## config.mk

```make
export PLATFORM = sky130hd
export DESIGN_NAME = rational_arithmetic_unit
export DESIGN_NICKNAME = d
export VERILOG_FILES = /design/src/hdl/rau_pkg.sv /design/src/hdl/rau_reduce.sv /design/src/hdl/rational_arithmetic_unit.sv
export SDC_FILE = /design/constraint.sdc
export NUM_CORES = 2
export LEC_CHECK = 0
export ABC_AREA = 1
export BUFFER_PORTS_ARGS = -buffer_cell sky130_fd_sc_hd__buf_2
export CAP_MARGIN = 25
export CORE_MARGIN = 3
export CORE_UTILIZATION = 30
export CTS_CLUSTER_DIAMETER = 30
export DETAILED_ROUTE_END_ITERATION = 10
export PLACE_DENSITY = 0.46
export REMOVE_ABC_BUFFERS = 1
export SETUP_SLACK_MARGIN = 0.15
export SYNTH_ARGS = -nofsm -noshare
export SYNTH_HDL_FRONTEND = slang
export SYNTH_SLANG_ARGS = --single-unit
```

## constraint.sdc

```tcl
create_clock -name clk -period 11.9 [get_ports clk]
set_input_delay 2.38 -clock clk [delete_from_list [all_inputs] [get_ports clk]]
set_output_delay 2.38 -clock clk [all_outputs]
set_load 0.03 [all_outputs]
```

## src/hdl/rau_pkg.sv

```systemverilog
// shared types, constants and widths of the rational arithmetic unit
`timescale 1ns / 1ps

package rau_pkg;

	localparam int OPERAND_WIDTH = 16;
	localparam int FIELD_W       = 16;
	localparam int FX_W          = (OPERAND_WIDTH > FIELD_W) ? OPERAND_WIDTH : FIELD_W;
	localparam int PROD_W        = 2 * OPERAND_WIDTH;
	localparam int NUM_W         = PROD_W + 1;
	localparam int MAG_W         = PROD_W;
	localparam int CNT_W         = $clog2(MAG_W);
	localparam int K_W           = $clog2(MAG_W + 1);
	localparam int EXT_W         = (MAG_W + 1 > 33) ? MAG_W + 1 : 33;

	localparam int RES_NUM_W  = 32;
	localparam int RES_DEN_W  = 30;
	localparam int CMP_W      = 2;
	localparam int CMD_W      = 3;
	localparam int S_TDATA_W  = 4 * FIELD_W;
	localparam int M_TDATA_W  = 64;

	localparam longint RES_NUM_MAX = 64'sd2147483647;
	localparam longint RES_NUM_MIN = -64'sd2147483648;
	localparam longint RES_DEN_MAX = 64'sd1073741823;

	typedef enum logic [CMD_W-1:0] {
		CMD_ADD = 3'd0,
		CMD_SUB = 3'd1,
		CMD_MUL = 3'd2,
		CMD_DIV = 3'd3,
		CMD_CMP = 3'd4
	} cmd_t;

	typedef enum logic [CMP_W-1:0] {
		CMP_LESS    = 2'd0,
		CMP_EQUAL   = 2'd1,
		CMP_GREATER = 2'd2
	} cmp_t;

	typedef enum logic [2:0] {
		T_IDLE,
		T_MUL1,
		T_MUL2,
		T_MUL3,
		T_SETUP,
		T_WAIT,
		T_DONE
	} top_state_t;

	typedef enum logic [1:0] {
		R_IDLE,
		R_GCD,
		R_DIV,
		R_DONE
	} red_state_t;

	typedef struct packed {
		logic                        done;
		logic signed [RES_NUM_W-1:0] num;
		logic [RES_DEN_W-1:0]        den;
	} red_res_t;

endpackage

```

## src/hdl/rau_reduce.sv

```systemverilog
// fraction reduction: binary gcd followed by a two-lane restoring divider
`timescale 1ns / 1ps

module rau_reduce
	import rau_pkg::*;
(
	input  logic                    clk,
	input  logic                    arst_n,
	input  logic                    start,
	input  logic signed [NUM_W-1:0] num,
	input  logic signed [PROD_W-1:0] den,
	output red_res_t                res
);

	localparam logic signed [EXT_W-1:0] NMAX_X = EXT_W'(RES_NUM_MAX);
	localparam logic signed [EXT_W-1:0] NMIN_X = EXT_W'(RES_NUM_MIN);
	localparam logic signed [EXT_W-1:0] DMAX_X = EXT_W'(RES_DEN_MAX);

	red_state_t state_q, state_d;

	logic [MAG_W-1:0] u_q, v_q, g_q, qn_q, qd_q, rn_q, rd_q;
	logic [K_W-1:0]   k_q;
	logic [CNT_W-1:0] cnt_q;
	logic             neg_q;

	logic signed [NUM_W-1:0]  num_abs;
	logic signed [PROD_W-1:0] den_abs;
	logic                     gcd_eq, cnt_end;
	logic [MAG_W:0]           rn_sh, rd_sh, rn_sub, rd_sub;
	logic signed [EXT_W-1:0]  qn_x, sn_x, sn_sat, qd_x, qd_sat;

	assign num_abs = num[NUM_W-1] ? -num : num;
	assign den_abs = den[PROD_W-1] ? -den : den;
	assign gcd_eq  = (u_q == v_q);
	assign cnt_end = (cnt_q == CNT_W'(MAG_W - 1));

	assign rn_sh  = {rn_q, qn_q[MAG_W-1]};
	assign rd_sh  = {rd_q, qd_q[MAG_W-1]};
	assign rn_sub = rn_sh - {1'b0, g_q};
	assign rd_sub = rd_sh - {1'b0, g_q};

	always_comb begin
		state_d = state_q;
		case (state_q)
			R_IDLE: begin
				if (start) begin
					state_d = (num == '0) ? R_DONE : R_GCD;
				end
			end
			R_GCD: begin
				if (gcd_eq) begin
					state_d = R_DIV;
				end
			end
			R_DIV: begin
				if (cnt_end) begin
					state_d = R_DONE;
				end
			end
			R_DONE: state_d = R_IDLE;
			default: state_d = R_IDLE;
		endcase
	end

	always_ff @(posedge clk or negedge arst_n) begin
		if (!arst_n) begin
			state_q <= R_IDLE;
		end else begin
			state_q <= state_d;
		end
	end

	always_ff @(posedge clk) begin
		case (state_q)
			R_IDLE: begin
				if (start) begin
					if (num == '0) begin
						qn_q  <= '0;
						qd_q  <= MAG_W'(1);
						neg_q <= 1'b0;
					end else begin
						neg_q <= num[NUM_W-1] ^ den[PROD_W-1];
						u_q   <= num_abs[MAG_W-1:0];
						v_q   <= MAG_W'(den_abs);
						qn_q  <= num_abs[MAG_W-1:0];
						qd_q  <= MAG_W'(den_abs);
						k_q   <= '0;
					end
				end
			end
			R_GCD: begin
				if (gcd_eq) begin
					g_q   <= u_q << k_q;
					rn_q  <= '0;
					rd_q  <= '0;
					cnt_q <= '0;
				end else if (!u_q[0] && !v_q[0]) begin
					u_q <= u_q >> 1;
					v_q <= v_q >> 1;
					k_q <= k_q + K_W'(1);
				end else if (!u_q[0]) begin
					u_q <= u_q >> 1;
				end else if (!v_q[0]) begin
					v_q <= v_q >> 1;
				end else if (u_q > v_q) begin
					u_q <= (u_q - v_q) >> 1;
				end else begin
					v_q <= (v_q - u_q) >> 1;
				end
			end
			R_DIV: begin
				cnt_q <= cnt_q + CNT_W'(1);
				if (!rn_sub[MAG_W]) begin
					rn_q <= rn_sub[MAG_W-1:0];
					qn_q <= {qn_q[MAG_W-2:0], 1'b1};
				end else begin
					rn_q <= rn_sh[MAG_W-1:0];
					qn_q <= {qn_q[MAG_W-2:0], 1'b0};
				end
				if (!rd_sub[MAG_W]) begin
					rd_q <= rd_sub[MAG_W-1:0];
					qd_q <= {qd_q[MAG_W-2:0], 1'b1};
				end else begin
					rd_q <= rd_sh[MAG_W-1:0];
					qd_q <= {qd_q[MAG_W-2:0], 1'b0};
				end
			end
			default: begin
			end
		endcase
	end

	// sign and saturation of the reduced pair
	always_comb begin
		qn_x = EXT_W'(qn_q);
		qd_x = EXT_W'(qd_q);
		sn_x = neg_q ? -qn_x : qn_x;
		if (sn_x > NMAX_X) begin
			sn_sat = NMAX_X;
		end else if (sn_x < NMIN_X) begin
			sn_sat = NMIN_X;
		end else begin
			sn_sat = sn_x;
		end
		qd_sat = (qd_x > DMAX_X) ? DMAX_X : qd_x;
	end

	assign res.done = (state_q == R_DONE);
	assign res.num  = sn_sat[RES_NUM_W-1:0];
	assign res.den  = qd_sat[RES_DEN_W-1:0];

endmodule

```

## src/hdl/rational_arithmetic_unit.sv

```systemverilog
// states: T_MUL1, T_MUL2, T_MUL3, T_SETUP, T_DONE; unless reduction is skipped, T_WAIT comes
// before T_DONE and spans the binary gcd loop and 32-step divider; a zero numerator skips both
// throughput: one item at a time; compare, unused codes and division by zero skip reduction
// the three cross products share one multiplier in states T_MUL1, T_MUL2 and T_MUL3
// a finished result waits in the output register while the next item is taken
// reset: arst_n asynchronous, clears the sequencer and the output valid
`timescale 1ns / 1ps

module rational_arithmetic_unit
	import rau_pkg::*;
(
	input  logic                 clk,
	input  logic                 arst_n,
	input  logic                 s_tvalid,
	output logic                 s_tready,
	input  logic [S_TDATA_W-1:0] s_tdata,   // a_num, a_den, b_num, b_den
	input  logic [CMD_W-1:0]     s_tuser,   // command
	output logic                 m_tvalid,
	input  logic                 m_tready,
	output logic [M_TDATA_W-1:0] m_tdata,   // res_num, res_den, cmp_result
	output logic                 m_tuser    // div_zero
);

	top_state_t state_q, state_d;

	logic signed [OPERAND_WIDTH-1:0] an_q, ad_q, bn_q, bd_q;
	logic [CMD_W-1:0]                cmd_q;
	logic signed [PROD_W-1:0]        x_q, y_q, d_q;

	logic signed [RES_NUM_W-1:0] rn_q, out_num_q;
	logic [RES_DEN_W-1:0]        rd_q, out_den_q;
	logic                        dz_q, out_dz_q;
	logic [CMP_W-1:0]            cmp_q, out_cmp_q;
	logic                        m_tvalid_q;

	logic                            s_xfer, m_xfer, out_free, red_start, skip_red;
	logic signed [OPERAND_WIDTH-1:0] ma, mb;
	logic signed [PROD_W-1:0]        prod;
	logic signed [NUM_W-1:0]         x_x, y_x, num_c, diff_c;
	logic [CMP_W-1:0]                cmp_c;
	red_res_t                        red_res;

	// operand extraction; a zero denominator becomes one
	function automatic logic signed [OPERAND_WIDTH-1:0] get_op(input logic [FIELD_W-1:0] f,
			input logic one_if_zero);
		logic [FX_W-1:0]                 fx;
		logic signed [OPERAND_WIDTH-1:0] op;
		fx = FX_W'(f);
		op = fx[OPERAND_WIDTH-1:0];
		if (one_if_zero && op == '0) begin
			op = OPERAND_WIDTH'(1);
		end
		return op;
	endfunction

	assign s_xfer   = s_tvalid && s_tready;
	assign m_xfer   = m_tvalid_q && m_tready;
	assign out_free = !m_tvalid_q || m_tready;

	// shared multiplier
	always_comb begin
		ma = an_q;
		mb = bd_q;
		case (state_q)
			T_MUL1: begin
				ma = an_q;
				mb = (cmd_q == CMD_MUL) ? bn_q : bd_q;
			end
			T_MUL2: begin
				ma = bn_q;
				mb = ad_q;
			end
			T_MUL3: begin
				ma = ad_q;
				mb = (cmd_q == CMD_DIV) ? bn_q : bd_q;
			end
			default: begin
			end
		endcase
	end

	assign prod = ma * mb;

	assign x_x    = {x_q[PROD_W-1], x_q};
	assign y_x    = {y_q[PROD_W-1], y_q};
	assign diff_c = x_x - y_x;

	always_comb begin
		case (cmd_q)
			CMD_ADD: num_c = x_x + y_x;
			CMD_SUB: num_c = diff_c;
			default: num_c = x_x;
		endcase
	end

	// sign of the cross difference flips when exactly one denominator is negative
	always_comb begin
		if (diff_c == '0) begin
			cmp_c = CMP_EQUAL;
		end else if (diff_c[NUM_W-1] ^ ad_q[OPERAND_WIDTH-1] ^ bd_q[OPERAND_WIDTH-1]) begin
			cmp_c = CMP_LESS;
		end else begin
			cmp_c = CMP_GREATER;
		end
	end

	assign skip_red  = (cmd_q > CMD_DIV) || (cmd_q == CMD_DIV && bn_q == '0);
	assign red_start = (state_q == T_SETUP) && !skip_red;

	always_comb begin
		state_d = state_q;
		case (state_q)
			T_IDLE:  state_d = s_xfer ? T_MUL1 : T_IDLE;
			T_MUL1:  state_d = T_MUL2;
			T_MUL2:  state_d = T_MUL3;
			T_MUL3:  state_d = T_SETUP;
			T_SETUP: state_d = skip_red ? T_DONE : T_WAIT;
			T_WAIT:  state_d = red_res.done ? T_DONE : T_WAIT;
			T_DONE:  state_d = out_free ? T_IDLE : T_DONE;
			default: state_d = T_IDLE;
		endcase
	end

	always_comb begin
		s_tready = (state_q == T_IDLE);
	end

	always_ff @(posedge clk or negedge arst_n) begin
		if (!arst_n) begin
			state_q    <= T_IDLE;
			m_tvalid_q <= 1'b0;
		end else begin
			state_q <= state_d;
			if (state_q == T_DONE && out_free) begin
				m_tvalid_q <= 1'b1;
			end else if (m_xfer) begin
				m_tvalid_q <= 1'b0;
			end
		end
	end

	always_ff @(posedge clk) begin
		if (s_xfer) begin
			an_q  <= get_op(s_tdata[FIELD_W-1:0], 1'b0);
			ad_q  <= get_op(s_tdata[2*FIELD_W-1:FIELD_W], 1'b1);
			bn_q  <= get_op(s_tdata[3*FIELD_W-1:2*FIELD_W], 1'b0);
			bd_q  <= get_op(s_tdata[4*FIELD_W-1:3*FIELD_W], 1'b1);
			cmd_q <= s_tuser;
		end
		case (state_q)
			T_MUL1: x_q <= prod;
			T_MUL2: y_q <= prod;
			T_MUL3: d_q <= prod;
			T_SETUP: begin
				rd_q <= RES_DEN_W'(1);
				if (cmd_q == CMD_CMP) begin
					rn_q  <= '0;
					dz_q  <= 1'b0;
					cmp_q <= cmp_c;
				end else if (cmd_q == CMD_DIV && bn_q == '0) begin
					rn_q  <= RES_NUM_W'(1);
					dz_q  <= 1'b1;
					cmp_q <= CMP_LESS;
				end else begin
					rn_q  <= '0;
					dz_q  <= 1'b0;
					cmp_q <= CMP_LESS;
				end
			end
			T_WAIT: begin
				if (red_res.done) begin
					rn_q <= red_res.num;
					rd_q <= red_res.den;
				end
			end
			default: begin
			end
		endcase
		if (state_q == T_DONE && out_free) begin
			out_num_q <= rn_q;
			out_den_q <= rd_q;
			out_dz_q  <= dz_q;
			out_cmp_q <= cmp_q;
		end
	end

	rau_reduce u_reduce (
		.clk    (clk),
		.arst_n (arst_n),
		.start  (red_start),
		.num    (num_c),
		.den    (d_q),
		.res    (red_res)
	);

	assign m_tvalid = m_tvalid_q;
	assign m_tdata  = {out_cmp_q, out_den_q, out_num_q};
	assign m_tuser  = out_dz_q;

endmodule

```

# Word level (Yosys, flattened, before mapping)
# Index checks and enable logic that the tools add are counted.
# totals
regBits,535
latch_bits,0
ram_bits,0
rom_bits,0
inputBits,71
wordCells,185
memories,0
# classes
n_addsub,11
multipliers,1
div_mod_pow,0
n_lt_le_gt_ge,5
n_eq_ne,26
shifts,1
n_mux,68
bitwise_logic,4
reduce_logical,37
# op_table
op,count
32-bit two-way mux,26
32-bit one-hot mux with 2 select lines,7
33-bit logical NOT,2
33-bit one-hot mux with 2 select lines,1
33-bit by 32-bit subtractor with 33-bit output,2
32-bit negator,2
32-bit subtractor,2
30-bit two-way mux,2
30-bit one-hot mux with 2 select lines,1
16-bit logical NOT,3
16-bit one-hot mux with 3 select lines,1
32-bit by 32-bit adder with 33-bit output,1
"33-bit by 32-bit greater-than comparator with 1-bit output, second input constant",1
"33-bit by 32-bit less-than comparator with 1-bit output, second input constant",1
33-bit two-way mux,1
32-bit negator with 33-bit output,1
32-bit by 32-bit subtractor with 33-bit output,1
32-bit equality test,1
"32-bit by 30-bit greater-than comparator with 1-bit output, second input constant",1
32-bit greater-than comparator,1
16-bit by 16-bit multiplier with 32-bit output,1
16-bit two-way mux,2
16-bit one-hot mux with 2 select lines,1
32-bit by 6-bit left shift with 32-bit output,1
other kinds (36),90

# Longest topological paths before layout
# depth
word_depth,7
depth_mapped,36
depth_no_buf,35

# Modules after synthesis
# A second synthesis with hierarchy kept.
# hier_totals
cells_unflattened,6114
area_unflattened_um2,48002.3
# modules_own_cells
module,instances,cells_per_inst,area_per_inst_um2,seq_area_each_um2
rational_arithmetic_unit,1,2770,25002.7,8898.5
rau_reduce,1,3344,22999.6,7136.8

# Least setup slack after synthesis
# No wires, ideal clock.
# synth_path
path_type,register to register
startpoint,reg state_q[0]
endpoint,"reg d_q[23], data pin"
setup_ns,0.273
t_arrival_ns,8.020
setup_slack_ns,3.607
stages_incl_launch_ff,26
n_path_buf,1
cell_sequence,dfrtp_1 -> inv_1 -> nor3_2 -> inv_1 -> a221oi_1 -> inv_1 -> a221oi_1 -> buf_2 -> nor2_1 -> fa_1 -> inv_1 -> fa_1 -> fa_1 -> inv_1 -> fa_1 -> fa_1 -> inv_1 -> fa_1 -> inv_1 -> ha_1 -> a21oi_1 -> a21boi_0 -> o21ai_0 -> a21boi_0 -> o21ai_0 -> xor2_1
# synth_via
elab_chain_len,3
word_cells_on_any_way,6
classes_between,1 x mul; 3 x eq/ne; 2 x mux
# synth_rtl
item,line_no,rtl
from (decl),rational_arithmetic_unit.sv:24,"top_state_t state_q, state_d;"
from (signal assigned),rational_arithmetic_unit.sv:133,state_q <= state_d;
3-bit by 2-bit equality test with 1-bit output or 3-bit by 1-bit equality test with 1-bit output (tied branches),rational_arithmetic_unit.sv:64,case (state_q)
16-bit one-hot mux with 3 select lines or 16-bit one-hot mux with 2 select lines (tied branches),rational_arithmetic_unit.sv:64,
16-bit by 16-bit multiplier with 32-bit output *,rational_arithmetic_unit.sv:82,assign prod = ma * mb;
via prod[23],rational_arithmetic_unit.sv:38,logic signed [PROD_W-1:0] prod;
to (signal assigned),rational_arithmetic_unit.sv:153,T_MUL3: d_q <= prod;
to (decl),rational_arithmetic_unit.sv:28,"logic signed [PROD_W-1:0] x_q, y_q, d_q;"
# Mark *: on every way through the listed nets, which the timed path passes. The rest lies on a longest branch.
# A chain may end at the register's enable or synchronous reset.

# Worst setup path in the final report
# layout_path
startpoint,reg state_q[1]
endpoint,"reg d_q[30], data pin"
# The elaborated chain is that of the path after synthesis.

==> metrics <==
first element of the critical path state_q[1]; FF-to-FF Start state_q[1]; vias in the first global route 40000; routed wire length per instance 20.7 µm; post-CTS repair timing setup buffer count 0; cell count after synthesis between 5000 and 6000; number of maximum-capacitance violations 0; worst setup path class reg2reg; share of the clock period used by the worst path after layout between 70% and 80%; final weighted congestion in routability-driven placement about 0.95; number of iterations in the first detailed-routing pass 6; largest cells by area after synthesis sky130_fd_sc_hd__edfxtp_1 33%, sky130_fd_sc_hd__fa_1 11%, sky130_fd_sc_hd__nand2_1 9.8%; area occupied by multi-input gates approximately 27000 µm²; cells on worst reg2reg path 27; cell type with the highest aggregate area in the netlist sky130_fd_sc_hd__edfxtp_1; TritonCTS clock tree built; floorplan die height 404 µm; effective utilization at floorplan 30.3%; largest net degree at the start of global routing 74; half-perimeter wire length of the detailed placement result 136 mm; yosys synthesis warning count 0; number of hold violations in the final report 0; final setup violation count 0; Final Util 35.4%; quantity of gates resized following cts 0; critical register-to-register path endpoint d_q[30]; count of nets after finishing 6598; Rel. slew slack 25.2%; number of CTS-inserted buffers 147; number of buffers inserted for hold repair after clock tree synthesis 0; final WL approximately 170 mm; Synth cell types 74; global-route usage over all layers 20.3%; startpoint kind of the worst setup timing path flip-flop; Achievable Freq 109 MHz; unrepaired setup endpoints after global routing false; area growth from synthesis to final layout 16.8%; global-route wire length before repair approximately 250 mm; arrival time of data at the critical path endpoint around 10000 ps; Top FF cell, synth sky130_fd_sc_hd__edfxtp_1; Root Buffer Master sky130_fd_sc_hd__clkbuf_16; final worst clock skew 67.2 ps; Hold Crit Start rn_q[0]; x dimension of the die slightly above 400 µm; critical path peak fanout 36; count of vias placed by the detailed router roughly 40000; total overflow reported by the global router 0; fin. max-slew vios 0; Max Root-Sink Buffers 3; clock period minus final worst setup slack about 9200 ps; number of antenna violations at the first check in global routing 3; data required time of the critical path 12460 ps; ratio of cells with drive above 1 in the final layout slightly below 10%; number of clock sinks ~540; fillcell total 16500; via count normalized by instance count ~5; slew at the pin closest to its max-slew limit 1120 ps; Post-Syn Area per Cell 8.06 µm²; clock network latency to the later pin of the worst-skew pair 770 ps; number of ports placed on the die boundary approximately 140; standard-cell row count 145; outcome finished clean; cell types with the highest counts after synthesis 1239 x sky130_fd_sc_hd__nand2_1, 964 x sky130_fd_sc_hd__inv_1, 547 x sky130_fd_sc_hd__nor2_1, 529 x sky130_fd_sc_hd__edfxtp_1, 407 x sky130_fd_sc_hd__a21oi_1; final total negative setup slack 0 ps; count of state elements after synthesis 535; Residual DRC 0; area of the mapped netlist 47500 µm²; CP Capture Point d_q[30]; number of port buffers 137; worst min-delay path category reg2reg; share of the synthesized area in the top cell type 33.5%; total core area 157000 µm²; clock-pin slew on the worst setup and hold paths 50 ps; proportion of register bits with asynchronous set or reset after synthesis 1.12%; count of H-tree levels built during CTS 4; library cell with the highest instance count after synthesis sky130_fd_sc_hd__nand2_1; antenna-violating nets left 0; number of flops mapped to enable cells by yosys 529; initial drt markers 3131; area occupied by registers ~16000 µm²; sequential area share after synthesis 33.8%; crit end category flip-flop; worst reg2reg setup slack 2740 ps; Die ar. 163000 µm²
## flip-flops by register name, summed over array words and instances, names as in the netlist, 16 cells and up
signal and flops:
ad_q 16, an_q 16, bd_q 16, bn_q 16, d_q 32, out_den_q 30
out_num_q 32, rd_q 30, rn_q 32, u_reduce.g_q 32, u_reduce.qd_q 32, u_reduce.qn_q 32
u_reduce.rd_q 32, u_reduce.rn_q 32, u_reduce.u_q 32, u_reduce.v_q 32, x_q 32, y_q 32
## kinds of logic (layout without fill, tap and decap cells)
| family | Yosys count | count (layout) | synth area share, % |
|---|---|---|---|
| AOI/OAI and AO/OA | 1047 | 1047 | 12.7 |
| xor gates and xnor gates | 225 | 225 | 4.17 |
| adders and majority gates | 553 | 553 | 18.8 |
| buffers and inverters | 1233 | 1440 | 10.1 |
| DFF | 535 | 535 | 33.8 |
| muxes | 13 | 13 | 0.274 |
| other | 0 | 1 | 0 |
| and+or+nand+nor | 2284 | 2284 | 20.1 |
## metal layers
layer | share of wire (%) | track usage, %
met2 | 47 | 33.4
met1 | 45 | 27.4
met3 | 5.2 | 2.81
met4 | 3.2 | 6.74
met5 | 0.0071 | 0
## how the worst min path moves through the flow
stage	end	slack (ps)	depth (start not counted)
floorplan	m_tuser	400	0
global placement	out_den_q[24]	400	0
detailed placement	out_den_q[28]	400	0
CTS	out_den_q[8]	410	0
global route	out_den_q[28]	420	0
finish	out_num_q[0]	410	0
## layout make-up
type                    instances  area share [%]
multi-input cells            4122            48.2
flip-flops and latches        535            28.9
clock buffers                 160            6.78
inverters                     996            6.75
well taps                    2058            4.65
clock inverters               112            2.95
repair buffers                172            1.77
diodes                          1         0.00452
## stage by stage
stage | instances | hold slack [ps] | setup WS, ps | instance area, µm²
final | 8156 | 409 | 2740 | 55400
after global routing | 8156 | 417 | 2040 | 55400
after CTS | 8154 | 409 | 2690 | 55400
after detailed placement | 7882 | 405 | 2690 | 50000
after global placement | 7880 | 403 | 2760 | 50000
after floorplan | 5653 | 400 | 3070 | 46400
## critical path, cell delays in order (launching register included)
cell	delay, ps
sky130_fd_sc_hd__dfrtp_1	450
sky130_fd_sc_hd__inv_2	60
sky130_fd_sc_hd__nor2_2	610
sky130_fd_sc_hd__inv_2	160
sky130_fd_sc_hd__nor2_4	110
sky130_fd_sc_hd__buf_4	430
sky130_fd_sc_hd__inv_2	300
sky130_fd_sc_hd__o22ai_2	380
sky130_fd_sc_hd__inv_2	220
sky130_fd_sc_hd__o21a_1	460
sky130_fd_sc_hd__nor2_1	430
sky130_fd_sc_hd__fa_1	610
sky130_fd_sc_hd__fa_1	850
sky130_fd_sc_hd__fa_1	520
sky130_fd_sc_hd__fa_1	520
sky130_fd_sc_hd__fa_1	500
sky130_fd_sc_hd__inv_1	50
sky130_fd_sc_hd__fa_1	480
sky130_fd_sc_hd__inv_1	50
sky130_fd_sc_hd__ha_1	390
sky130_fd_sc_hd__nand2_1	120
sky130_fd_sc_hd__nor4_1	360
sky130_fd_sc_hd__nand3_1	120
sky130_fd_sc_hd__nand3_1	150
sky130_fd_sc_hd__nand3_1	80
sky130_fd_sc_hd__nand2_1	120
sky130_fd_sc_hd__a21oi_1	90
sky130_fd_sc_hd__xor2_1	280
## placed cells by master (no fill, tap or decap), drive strengths merged, types with 41 or more instances in the layout
cell type,n
nand2,1261
inv,998
nor2,582
edfxtp,529
a21oi,411
o21ai,371
ha,285
fa,268
nand3,256
buf,172
clkbuf,160
xor2,130
xnor2,95
nor3,81
clkinv,63
o21a,41
Power is not shown: default switching activity piles up to over one toggle a cycle in this logic, so the estimate is an artifact.
